### src/rtl/core/wvm_pkg.sv
package wvm_pkg;

	localparam int unsigned VOICES_DEF = 4;

	localparam int unsigned SETUP_W = 64;
	localparam int unsigned PHASE_W = 32;
	localparam int unsigned GAIN_W  = 16;
	localparam int unsigned PAN_W   = 12;
	localparam int unsigned SAMP_W  = 16;
	localparam int unsigned FRAC_W  = 16;
	localparam int unsigned OUT_W   = 24;
	localparam int unsigned MAG_W   = 15;

	localparam int unsigned INC_LSB    = 0;
	localparam int unsigned GAIN_LSB   = 32;
	localparam int unsigned PAN_LSB    = 48;
	localparam int unsigned SQUARE_BIT = 60;
	localparam int unsigned INTERP_BIT = 61;

	localparam int unsigned SINE_DEPTH = 1024;
	localparam int unsigned TBL_AW     = $clog2(SINE_DEPTH);
	localparam int unsigned QTR_SIZE   = SINE_DEPTH / 4;
	localparam int unsigned QTR_AW     = TBL_AW - 2;
	localparam int unsigned SQ_SIZE    = 256;
	localparam int unsigned SQ_AW      = $clog2(SQ_SIZE);

	localparam int unsigned MUL_A_W = 32;
	localparam int unsigned MUL_B_W = 17;
	localparam int unsigned PROD_W  = MUL_A_W + MUL_B_W;
	localparam int unsigned WGT_W   = 13;
	localparam int unsigned TERM_W  = MUL_A_W + WGT_W;
	localparam int unsigned ROUND_SH = 23;

	localparam logic signed [SAMP_W-1:0] WAVE_POS = 16'sd32767;
	localparam logic signed [SAMP_W-1:0] WAVE_NEG = -16'sd32767;
	localparam logic signed [WGT_W-1:0]  WGT_UNITY = 13'sd1024;
	localparam logic [63:0] PI_HALF_Q30 = 64'd1686629713;
	localparam logic [63:0] MAG_FULL    = 64'd32767;

	typedef enum logic [3:0] {
		ST_IDLE,
		ST_READ0,
		ST_READ1,
		ST_MULI,
		ST_ADDI,
		ST_GAIN,
		ST_LEFT,
		ST_RIGHT,
		ST_ACCR,
		ST_DONE
	} wvm_state_t;

	typedef enum logic [1:0] {
		MS_INTERP,
		MS_GAIN,
		MS_LEFT,
		MS_RIGHT
	} wvm_mul_sel_t;

	typedef struct packed {
		logic start;
		logic voice_on;
		logic interp;
		logic out_busy;
	} wvm_stat_t;

	typedef struct packed {
		logic         ready;
		logic         clear_acc;
		logic         load_samp;
		logic         idx_next;
		logic         load_diff;
		logic         mul_en;
		wvm_mul_sel_t mul_sel;
		logic         add_interp;
		logic         keep_g;
		logic         acc_l;
		logic         acc_r;
		logic         load_out;
	} wvm_ctrl_t;

	// Quarter-wave sine magnitude, Q30 Taylor series with nine terms
	function automatic logic [MAG_W-1:0] sine_mag(input int unsigned j);
		logic [63:0] f;
		logic [63:0] theta;
		logic [63:0] x2;
		logic [63:0] term;
		logic [63:0] mag;
		logic signed [63:0] sum;
		f = 64'(j) << (30 - QTR_AW);
		theta = (f * PI_HALF_Q30) >> 30;
		x2 = (theta * theta) >> 30;
		term = theta;
		sum = $signed(theta);
		term = ((term * x2) >> 30) / 64'd6;
		sum = sum - $signed(term);
		term = ((term * x2) >> 30) / 64'd20;
		sum = sum + $signed(term);
		term = ((term * x2) >> 30) / 64'd42;
		sum = sum - $signed(term);
		term = ((term * x2) >> 30) / 64'd72;
		sum = sum + $signed(term);
		term = ((term * x2) >> 30) / 64'd110;
		sum = sum - $signed(term);
		term = ((term * x2) >> 30) / 64'd156;
		sum = sum + $signed(term);
		term = ((term * x2) >> 30) / 64'd210;
		sum = sum - $signed(term);
		term = ((term * x2) >> 30) / 64'd272;
		sum = sum + $signed(term);
		if (sum < 64'sd0) begin
			sum = 64'sd0;
		end
		if (sum > (64'sd1 <<< 30)) begin
			sum = 64'sd1 <<< 30;
		end
		mag = (64'(sum) * MAG_FULL + (64'd1 << 29)) >> 30;
		if (mag > MAG_FULL) begin
			mag = MAG_FULL;
		end
		return mag[MAG_W-1:0];
	endfunction

endpackage

### src/rtl/core/wvm_wave.sv
module wvm_wave import wvm_pkg::*; (
	input  logic                     square,
	input  logic [TBL_AW-1:0]        idx,
	output logic signed [SAMP_W-1:0] entry
);

	localparam logic [MAG_W-1:0] QPeak = sine_mag(QTR_SIZE);

	logic [MAG_W-1:0]         qtab [QTR_SIZE];
	logic [1:0]               quad;
	logic [QTR_AW-1:0]        k;
	logic [QTR_AW-1:0]        kq;
	logic [MAG_W-1:0]         mag;
	logic signed [SAMP_W-1:0] smag;

	for (genvar j = 0; j < QTR_SIZE; j++) begin : g_tab
		assign qtab[j] = sine_mag(j);
	end

	assign quad = idx[TBL_AW-1 -: 2];
	assign k    = idx[QTR_AW-1:0];
	// mirror the odd quadrants
	assign kq   = quad[0] ? (~k + 1'b1) : k;

	always_comb begin
		if (quad[0] && (k == '0)) begin
			mag = QPeak;
		end else begin
			mag = qtab[kq];
		end
		smag = $signed({1'b0, mag});
		if (square) begin
			entry = idx[SQ_AW-1] ? WAVE_POS : WAVE_NEG;
		end else begin
			entry = quad[1] ? -smag : smag;
		end
	end

endmodule

### src/rtl/core/wvm_seq.sv
module wvm_seq import wvm_pkg::*; #(
	parameter int unsigned VOICES = VOICES_DEF
) (
	input  logic                       clk,
	input  logic                       arst_n,
	input  logic                       in_valid,
	input  wvm_stat_t                  stat,
	output wvm_ctrl_t                  ctrl,
	output logic [((VOICES > 1) ? $clog2(VOICES) : 1)-1:0] voice
);

	localparam int unsigned VIdxW = (VOICES > 1) ? $clog2(VOICES) : 1;
	localparam logic [VIdxW-1:0] LastVoice = VIdxW'(VOICES - 1);

	wvm_state_t       state_q;
	wvm_state_t       state_d;
	logic [VIdxW-1:0] voice_q;
	logic             last;
	logic             go;
	logic             step;

	assign last  = (voice_q == LastVoice);
	assign go    = (state_q == ST_IDLE) && in_valid && stat.start;
	assign step  = ((state_q == ST_READ0) && !stat.voice_on) || (state_q == ST_ACCR);
	assign voice = voice_q;

	always_ff @(posedge clk or negedge arst_n) begin
		if (!arst_n) begin
			state_q <= ST_IDLE;
			voice_q <= '0;
		end else begin
			state_q <= state_d;
			if (go) begin
				voice_q <= '0;
			end else if (step && !last) begin
				voice_q <= voice_q + 1'b1;
			end
		end
	end

	always_comb begin
		state_d = state_q;
		unique case (state_q)
			ST_IDLE: begin
				if (go) begin
					state_d = ST_READ0;
				end
			end
			ST_READ0: begin
				if (!stat.voice_on) begin
					state_d = last ? ST_DONE : ST_READ0;
				end else begin
					state_d = stat.interp ? ST_READ1 : ST_GAIN;
				end
			end
			ST_READ1: state_d = ST_MULI;
			ST_MULI:  state_d = ST_ADDI;
			ST_ADDI:  state_d = ST_GAIN;
			ST_GAIN:  state_d = ST_LEFT;
			ST_LEFT:  state_d = ST_RIGHT;
			ST_RIGHT: state_d = ST_ACCR;
			ST_ACCR:  state_d = last ? ST_DONE : ST_READ0;
			ST_DONE: begin
				if (!stat.out_busy) begin
					state_d = ST_IDLE;
				end
			end
			default:  state_d = ST_IDLE;
		endcase
	end

	always_comb begin
		ctrl = '0;
		ctrl.mul_sel = MS_GAIN;
		unique case (state_q)
			ST_IDLE: begin
				ctrl.ready     = 1'b1;
				ctrl.clear_acc = go;
			end
			ST_READ0: ctrl.load_samp = stat.voice_on;
			ST_READ1: begin
				ctrl.idx_next  = 1'b1;
				ctrl.load_diff = 1'b1;
			end
			ST_MULI: begin
				ctrl.mul_en  = 1'b1;
				ctrl.mul_sel = MS_INTERP;
			end
			ST_ADDI:  ctrl.add_interp = 1'b1;
			ST_GAIN: begin
				ctrl.mul_en  = 1'b1;
				ctrl.mul_sel = MS_GAIN;
			end
			ST_LEFT: begin
				ctrl.mul_en  = 1'b1;
				ctrl.mul_sel = MS_LEFT;
				ctrl.keep_g  = 1'b1;
			end
			ST_RIGHT: begin
				ctrl.mul_en  = 1'b1;
				ctrl.mul_sel = MS_RIGHT;
				ctrl.acc_l   = 1'b1;
			end
			ST_ACCR:  ctrl.acc_r = 1'b1;
			ST_DONE:  ctrl.load_out = !stat.out_busy;
			default:  ctrl = '0;
		endcase
	end

endmodule

### src/rtl/core/wavetable_voice_mixer_core.sv
// Four-voice wavetable mixer, one stereo frame per tick beat.
// Input channel: in_valid/in_ready with tick. A beat with tick high starts a
// frame; a beat with tick low is taken and dropped, with no frame and no state
// change. in_ready is high only while no frame is being worked on.
// Output channel: out_valid/out_ready with left_sample, right_sample, clipped,
// held in an output register; a new tick is taken while it waits.
// Voice setup registers are written through cfg_we/cfg_index/cfg_data; the
// user must write them only while idle, which the block does not enforce.
// An index at VOICES or above is ignored. All voices share one 32x17 signed
// multiplier; each voice runs a chain of sequencer states: a silent voice
// only reads (READ0), a plain voice runs READ0, GAIN, LEFT, RIGHT and ACCR,
// and an interpolated voice adds READ1, MULI and ADDI after READ0. If the
// previous result has not been taken when a frame finishes, the sequencer
// holds until out_ready.
// Reset clears phases, setup registers and out_valid; the sine table is
// constant logic and needs no fill.
module wavetable_voice_mixer_core import wvm_pkg::*; #(
	parameter int unsigned VOICES = VOICES_DEF
) (
	input  logic                     clk,
	input  logic                     arst_n,
	input  logic                     in_valid,
	output logic                     in_ready,
	input  logic                     tick,
	output logic                     out_valid,
	input  logic                     out_ready,
	output logic signed [OUT_W-1:0]  left_sample,
	output logic signed [OUT_W-1:0]  right_sample,
	output logic                     clipped,
	input  logic                     cfg_we,
	input  logic [((VOICES > 1) ? $clog2(VOICES) : 1)-1:0] cfg_index,
	input  logic [SETUP_W-1:0]       cfg_data
);

	localparam int unsigned VIdxW = (VOICES > 1) ? $clog2(VOICES) : 1;
	localparam int unsigned AccW  = TERM_W + $clog2(VOICES) + 1;
	localparam logic signed [AccW-1:0] RoundBit = AccW'(1) <<< (ROUND_SH - 1);
	localparam logic signed [AccW-1:0] SatMax   = AccW'((2 ** (OUT_W - 1)) - 1);
	localparam logic signed [AccW-1:0] SatMin   = -SatMax - AccW'(1);

	function automatic logic [OUT_W:0] round_sat(input logic signed [AccW-1:0] acc);
		logic signed [AccW-1:0] r;
		logic [OUT_W:0]         res;
		r = (acc + RoundBit) >>> ROUND_SH;
		if (r > SatMax) begin
			res = {1'b1, SatMax[OUT_W-1:0]};
		end else if (r < SatMin) begin
			res = {1'b1, SatMin[OUT_W-1:0]};
		end else begin
			res = {1'b0, r[OUT_W-1:0]};
		end
		return res;
	endfunction

	logic [SETUP_W-1:0] setup_q [VOICES];
	logic [PHASE_W-1:0] phase_q [VOICES];

	wvm_ctrl_t        ctrl;
	wvm_stat_t        stat;
	logic [VIdxW-1:0] voice;

	logic [SETUP_W-1:0]       s;
	logic [PHASE_W-1:0]       ph;
	logic [PHASE_W-1:0]       inc;
	logic [GAIN_W-1:0]        gain;
	logic signed [PAN_W-1:0]  pan;
	logic                     square;
	logic                     interp;
	logic signed [WGT_W-1:0]  wl;
	logic signed [WGT_W-1:0]  wr;
	logic [TBL_AW-1:0]        i0;
	logic [TBL_AW-1:0]        i1;
	logic [SQ_AW-1:0]         sq0;
	logic [FRAC_W-1:0]        frac;
	logic [TBL_AW-1:0]        wave_idx;
	logic signed [SAMP_W-1:0] entry;

	logic signed [SAMP_W-1:0]  samp_q;
	logic signed [SAMP_W:0]    diff_q;
	logic signed [PROD_W-1:0]  prod_q;
	logic signed [MUL_A_W-1:0] g_q;
	logic signed [AccW-1:0]    accl_q;
	logic signed [AccW-1:0]    accr_q;
	logic signed [MUL_A_W-1:0] mul_a;
	logic signed [MUL_B_W-1:0] mul_b;

	logic                     out_valid_q;
	logic signed [OUT_W-1:0]  left_q;
	logic signed [OUT_W-1:0]  right_q;
	logic                     clip_q;
	logic [OUT_W:0]           sat_l;
	logic [OUT_W:0]           sat_r;

	assign s      = setup_q[voice];
	assign ph     = phase_q[voice];
	assign inc    = s[INC_LSB +: PHASE_W];
	assign gain   = s[GAIN_LSB +: GAIN_W];
	assign pan    = $signed(s[PAN_LSB +: PAN_W]);
	assign square = s[SQUARE_BIT];
	assign interp = s[INTERP_BIT];
	assign wl     = WGT_UNITY - WGT_W'(pan);
	assign wr     = WGT_UNITY + WGT_W'(pan);
	assign sq0    = ph[PHASE_W-1 -: SQ_AW];

	always_comb begin
		if (square) begin
			i0   = TBL_AW'(sq0);
			i1   = TBL_AW'(sq0 + 1'b1);
			frac = ph[PHASE_W-1-SQ_AW -: FRAC_W];
		end else begin
			i0   = ph[PHASE_W-1 -: TBL_AW];
			i1   = ph[PHASE_W-1 -: TBL_AW] + 1'b1;
			frac = ph[PHASE_W-1-TBL_AW -: FRAC_W];
		end
	end

	assign wave_idx = ctrl.idx_next ? i1 : i0;

	wvm_wave u_wave (
		.square (square),
		.idx    (wave_idx),
		.entry  (entry)
	);

	assign stat.start    = tick;
	assign stat.voice_on = (inc != '0) && (gain != '0);
	assign stat.interp   = interp;
	assign stat.out_busy = out_valid_q && !out_ready;

	wvm_seq #(
		.VOICES (VOICES)
	) u_seq (
		.clk      (clk),
		.arst_n   (arst_n),
		.in_valid (in_valid),
		.stat     (stat),
		.ctrl     (ctrl),
		.voice    (voice)
	);

	always_comb begin
		case (ctrl.mul_sel)
			MS_INTERP: begin
				mul_a = MUL_A_W'(diff_q);
				mul_b = $signed({1'b0, frac});
			end
			MS_GAIN: begin
				mul_a = MUL_A_W'(samp_q);
				mul_b = $signed({1'b0, gain});
			end
			MS_LEFT: begin
				mul_a = $signed(prod_q[MUL_A_W-1:0]);
				mul_b = MUL_B_W'(wl);
			end
			MS_RIGHT: begin
				mul_a = g_q;
				mul_b = MUL_B_W'(wr);
			end
			default: begin
				mul_a = '0;
				mul_b = '0;
			end
		endcase
	end

	always_ff @(posedge clk) begin
		if (ctrl.load_samp) begin
			samp_q <= entry;
		end else if (ctrl.add_interp) begin
			samp_q <= samp_q + $signed(prod_q[FRAC_W +: SAMP_W]);
		end
		if (ctrl.load_diff) begin
			diff_q <= $signed({entry[SAMP_W-1], entry}) - $signed({samp_q[SAMP_W-1], samp_q});
		end
		if (ctrl.mul_en) begin
			prod_q <= PROD_W'(mul_a * mul_b);
		end
		if (ctrl.keep_g) begin
			g_q <= $signed(prod_q[MUL_A_W-1:0]);
		end
	end

	always_ff @(posedge clk or negedge arst_n) begin
		if (!arst_n) begin
			accl_q <= '0;
			accr_q <= '0;
			for (int i = 0; i < VOICES; i++) begin
				setup_q[i] <= '0;
				phase_q[i] <= '0;
			end
		end else begin
			if (ctrl.clear_acc) begin
				accl_q <= '0;
				accr_q <= '0;
			end else begin
				if (ctrl.acc_l) begin
					accl_q <= accl_q + AccW'(prod_q);
				end
				if (ctrl.acc_r) begin
					accr_q <= accr_q + AccW'(prod_q);
				end
			end
			if (ctrl.acc_r) begin
				phase_q[voice] <= ph + inc;
			end
			if (cfg_we && (int'(cfg_index) < VOICES)) begin
				setup_q[cfg_index] <= cfg_data;
			end
		end
	end

	assign sat_l = round_sat(accl_q);
	assign sat_r = round_sat(accr_q);

	always_ff @(posedge clk or negedge arst_n) begin
		if (!arst_n) begin
			out_valid_q <= 1'b0;
		end else if (ctrl.load_out) begin
			out_valid_q <= 1'b1;
		end else if (out_ready) begin
			out_valid_q <= 1'b0;
		end
	end

	always_ff @(posedge clk) begin
		if (ctrl.load_out) begin
			left_q  <= $signed(sat_l[OUT_W-1:0]);
			right_q <= $signed(sat_r[OUT_W-1:0]);
			clip_q  <= sat_l[OUT_W] || sat_r[OUT_W];
		end
	end

	assign in_ready     = ctrl.ready;
	assign out_valid    = out_valid_q;
	assign left_sample  = left_q;
	assign right_sample = right_q;
	assign clipped      = clip_q;

endmodule

### config.mk
export PLATFORM = sky130hd
export DESIGN_NAME = wavetable_voice_mixer_core
export DESIGN_NICKNAME = d
export VERILOG_FILES = /design/src/rtl/core/wvm_pkg.sv /design/src/rtl/core/wvm_wave.sv /design/src/rtl/core/wvm_seq.sv /design/src/rtl/core/wavetable_voice_mixer_core.sv
export SDC_FILE = /design/constraint.sdc
export NUM_CORES = 2
export LEC_CHECK = 0
export BUFFER_PORTS_ARGS = -buffer_cell sky130_fd_sc_hd__buf_4
export CAP_MARGIN = 25
export CORE_UTILIZATION = 60
export DETAILED_ROUTE_END_ITERATION = 10
export PLACE_DENSITY = 0.77
export SETUP_SLACK_MARGIN = 0.1
export SLEW_MARGIN = 20
export SYNTH_ARGS = -nofsm -noshare
export SYNTH_HDL_FRONTEND = slang
export SYNTH_SLANG_ARGS = --single-unit
### constraint.sdc
create_clock -name clk -period 13.25 [get_ports clk]
set_input_delay 1.9875 -clock clk [delete_from_list [all_inputs] [get_ports clk]]
set_output_delay 1.9875 -clock clk [all_outputs]
set_load 0.02 [all_outputs]
==> metrics <==
outcome complete, no violations; overall via count from detail_route a little under 50000; Chip Width between 300 and 400 um; GR Overflow Total 0; clock skew after layout just under 0.04 ns; number of design rule violations left after detail routing 0; Final Max Slew Viols 0; Critical Path Max Stage Delay approximately 0.90 ns; number of flops mapped to enable cells by yosys 162; num ports approximately 120; netlist area before placement 59900 sq um; setup repair after global routing missed its margin false; register clock-pin slew on the reported worst setup and hold paths approximately 0.06 ns; Initial Util between 60 and 70%; Worst Path Arrival 12.57 ns; antenna-violating nets left 0; fraction of met1 tracks used by global routing about 49%; clock tree from TritonCTS yes; via count of the first global-routing pass between 40000 and 50000; number of clock sinks ~640; critical path's top delay family compound AO/OA/AOI/OAI gates; total of hold buffers inserted after clock tree synthesis 0; Critical Path Start u_seq.voice[0]; Min Hold Slack about 0.48 ns; Global Route met2 Usage between 50 and 60%; combined buffer and inverter count along the critical path 6; share of the synthesized area in compound gates (AO/OA/AOI/OAI) between 10% and 20%; synthesized net count between 7000 and 8000; maximum number of pins on one net before global-route repair 144; Commonest cells post-synth inv_1 (643), nand2_1 (542), nor2_1 (541), fa_1 (520), dfrtp_1 (479); quantity of gates resized following cts 0; portion of the clock cycle consumed by the worst path in the final layout between 90% and 100%; flip-flop and latch count after synthesis between 600 and 700; CTS Root Buffer Type clkbuf_16; Post-Synth XOR/XNOR Area 3.48%; Floorplan Core Area roughly 99000 sq um; post-synthesis average cell area ~9.7 sq um; portion of netlist area occupied by mux cells 11.4%; classification of the worst setup path reg -> reg; most frequently used cell type in the post-synthesis netlist inv_1; main combinational cell family by area after synthesis adder cells; FFs w/ async S/R, synth roughly 75%; Site Rows roughly 120; maximum clock frequency 0.0821 GHz; Max Root-Sink Buffers 3; Synth area leader dfrtp_1; detail-routed net length per standard cell around 25 um; share of synthesized area occupied by flip-flops and latches 28.2%; first-pass iteration count of the detailed router 6; adder-cell area share of the yosys netlist between 20% and 30%; Gate Count Post-Synth 6169; startpoint of the most critical hold path phase_q[2]; total track usage 36.8%; post-detailed-placement half-perimeter wirelength approximately 140 mm; simple-gate portion of the synthesized area 13.1%; antenna violations before repair 6; share of the synthesized area in the top cell type between 20% and 30%; launching element type of the critical path flop; final sum of negative setup slack 0 ns; number of maximum-capacitance violations 0; full die area a little over 100000 sq um; GP Congestion 1.04; Post-CTS Setup Repair Bufs 0; Area Growth Syn to Fin 8.25%; met3 global-route usage approximately a tenth; transition time of the tightest slew-check pin 1.17 ns; Slowest-stage cell, CP dfrtp_4; height of the die roughly 320 um; worst max-slew margin expressed relative to the limit 22.1%; CTS Buf Count between 70 and 80; endpoint type of the worst setup path flop; Reg-to-Reg Start u_seq.voice[0]; source-to-sink clock delay at the later pin of the worst-skew pair about 0.66 ns; final-stage net count approximately 7000; layer carrying the most global-route usage met2; cells taking the most area after synthesis dfrtp_1 (20%), fa_1 (17%), edfxtp_1 (8.1%), mux2_2 (6.8%), ha_1 (6.3%); final wirelength between 150 and 200 mm; number of hold violations in the final report 0; fraction of final layout cells with drive strength greater than 1 between 10% and 20%; minimum period implied by the final worst setup slack approximately 12 ns; number of H-tree levels 3; Hold/Removal Path Class reg -> reg; input/output buffers 120; Primary FF master, synth dfrtp_1; number of setup violations in the final report 0; Unique masters post-synth 111; Synth Warn # 0; Initial DRC Count approximately 5000; required time at the worst-slack endpoint 13.64 ns; first-pass GRT wire length 288 mm; most prevalent standard cell on the critical path fa_1; Worst Path Max Fanout 38; post-detailed-route via-to-cell ratio between 6 and 7
[cell usage in the layout (no fill, tap or decap), drive strengths merged, types with 19 or more instances in the layout]
master and count:
o21bai 21, nor4 36, dfrtp 479, o21ai 376, fa 520, a21boi 25
a211oi 43, inv 655, ha 303, or2 36, and3 51, nor2b 32
o22ai 46, mux2 360, o31ai 31, mux2i 59, a31oi 52, xor2 92
or3 37, a21o 91, mux4 98, nand4 49, nor3 72, buf 237
o21a 24, a2111oi 19, nand3 158, clkbuf 92, xnor2 144, nor2 545
edfxtp 162, nand2b 65, and2 36, a21oi 279, o211ai 41, nand2 544
clkinv 23
[metrics by stage]
stage	setup slack, ns	util (%)	std cells	instance area (sq um)
2_1_floorplan	2.32	-	6169	59900
3_3_place_gp	1.45	62.9	7344	62000
3_5_place_dp	1.33	63.0	7346	62000
4_1_cts	1.25	65.5	7475	64600
5_1_grt	0.383	65.7	7487	64800
6_report	1.08	65.7	7488	64800
[path summary, 6_finish.rpt]
| path | slack (ns) | to | cells after the start |
|---|---|---|---|
| worst min register to register | 0.48 | phase_q[2] | 2 |
| min in group asynchronous | 1.20 | setup_q[195] | 1 |
| max in group asynchronous | 10.24 | accr_q[30] | 3 |
| worst max register to register | 1.08 | prod_q[45] | 36 |
| worst max-delay path | 1.08 | prod_q[45] | 36 |
| worst min-delay path | 0.48 | phase_q[2] | 2 |
[routing by layer]
layer / wire (um) / vias to the layer above
met2: 82900 / 2645
met4: 9140 / 2
met1: 74100 / 24100
li1: - / 21300
met3: 19300 / 566
met5: 13 / -
[worst min-delay path: stages, from the launching register on]
cell     delay, ns
dfrtp_1       0.34
nand2_1       0.04
o21ai_0       0.06
[cell type report]
type	instances	area (sq um)
Clock inverter	38	564
Fill cell	7581	33800
Tap cell	1287	1610
Timing Repair Buffer	238	1960
Antenna cell	3	7.51
Inverter	653	2460
Sequential cell	641	16900
Clock buffer	91	1950
Multi-Input combinational cell	4537	39400
[flip-flops by register name, summed over array words and instances (netlist names)]
name,flops
u_seq.voice,2
left_sample,24
accl_q,48
g_q,32
diff_q,17
setup_q,248
clipped,1
accr_q,48
prod_q,48
samp_q,16
out_valid,1
phase_q,128
right_sample,24
u_seq.state_q,4
[logic make-up after synthesis]
kind of cell             Yosys count
multiplexers                     517
buffers and inverters            991
AO/OA/AOI/OAI                   1250
flip-flops                       641
adder cells (fa/ha/maj)          826
XOR/XNOR                         236
AND/OR/NAND/NOR                 1708
Power is left out: the tool's default activity adds up to more than one toggle a clock period on the data nets, which glitch-free logic cannot reach.
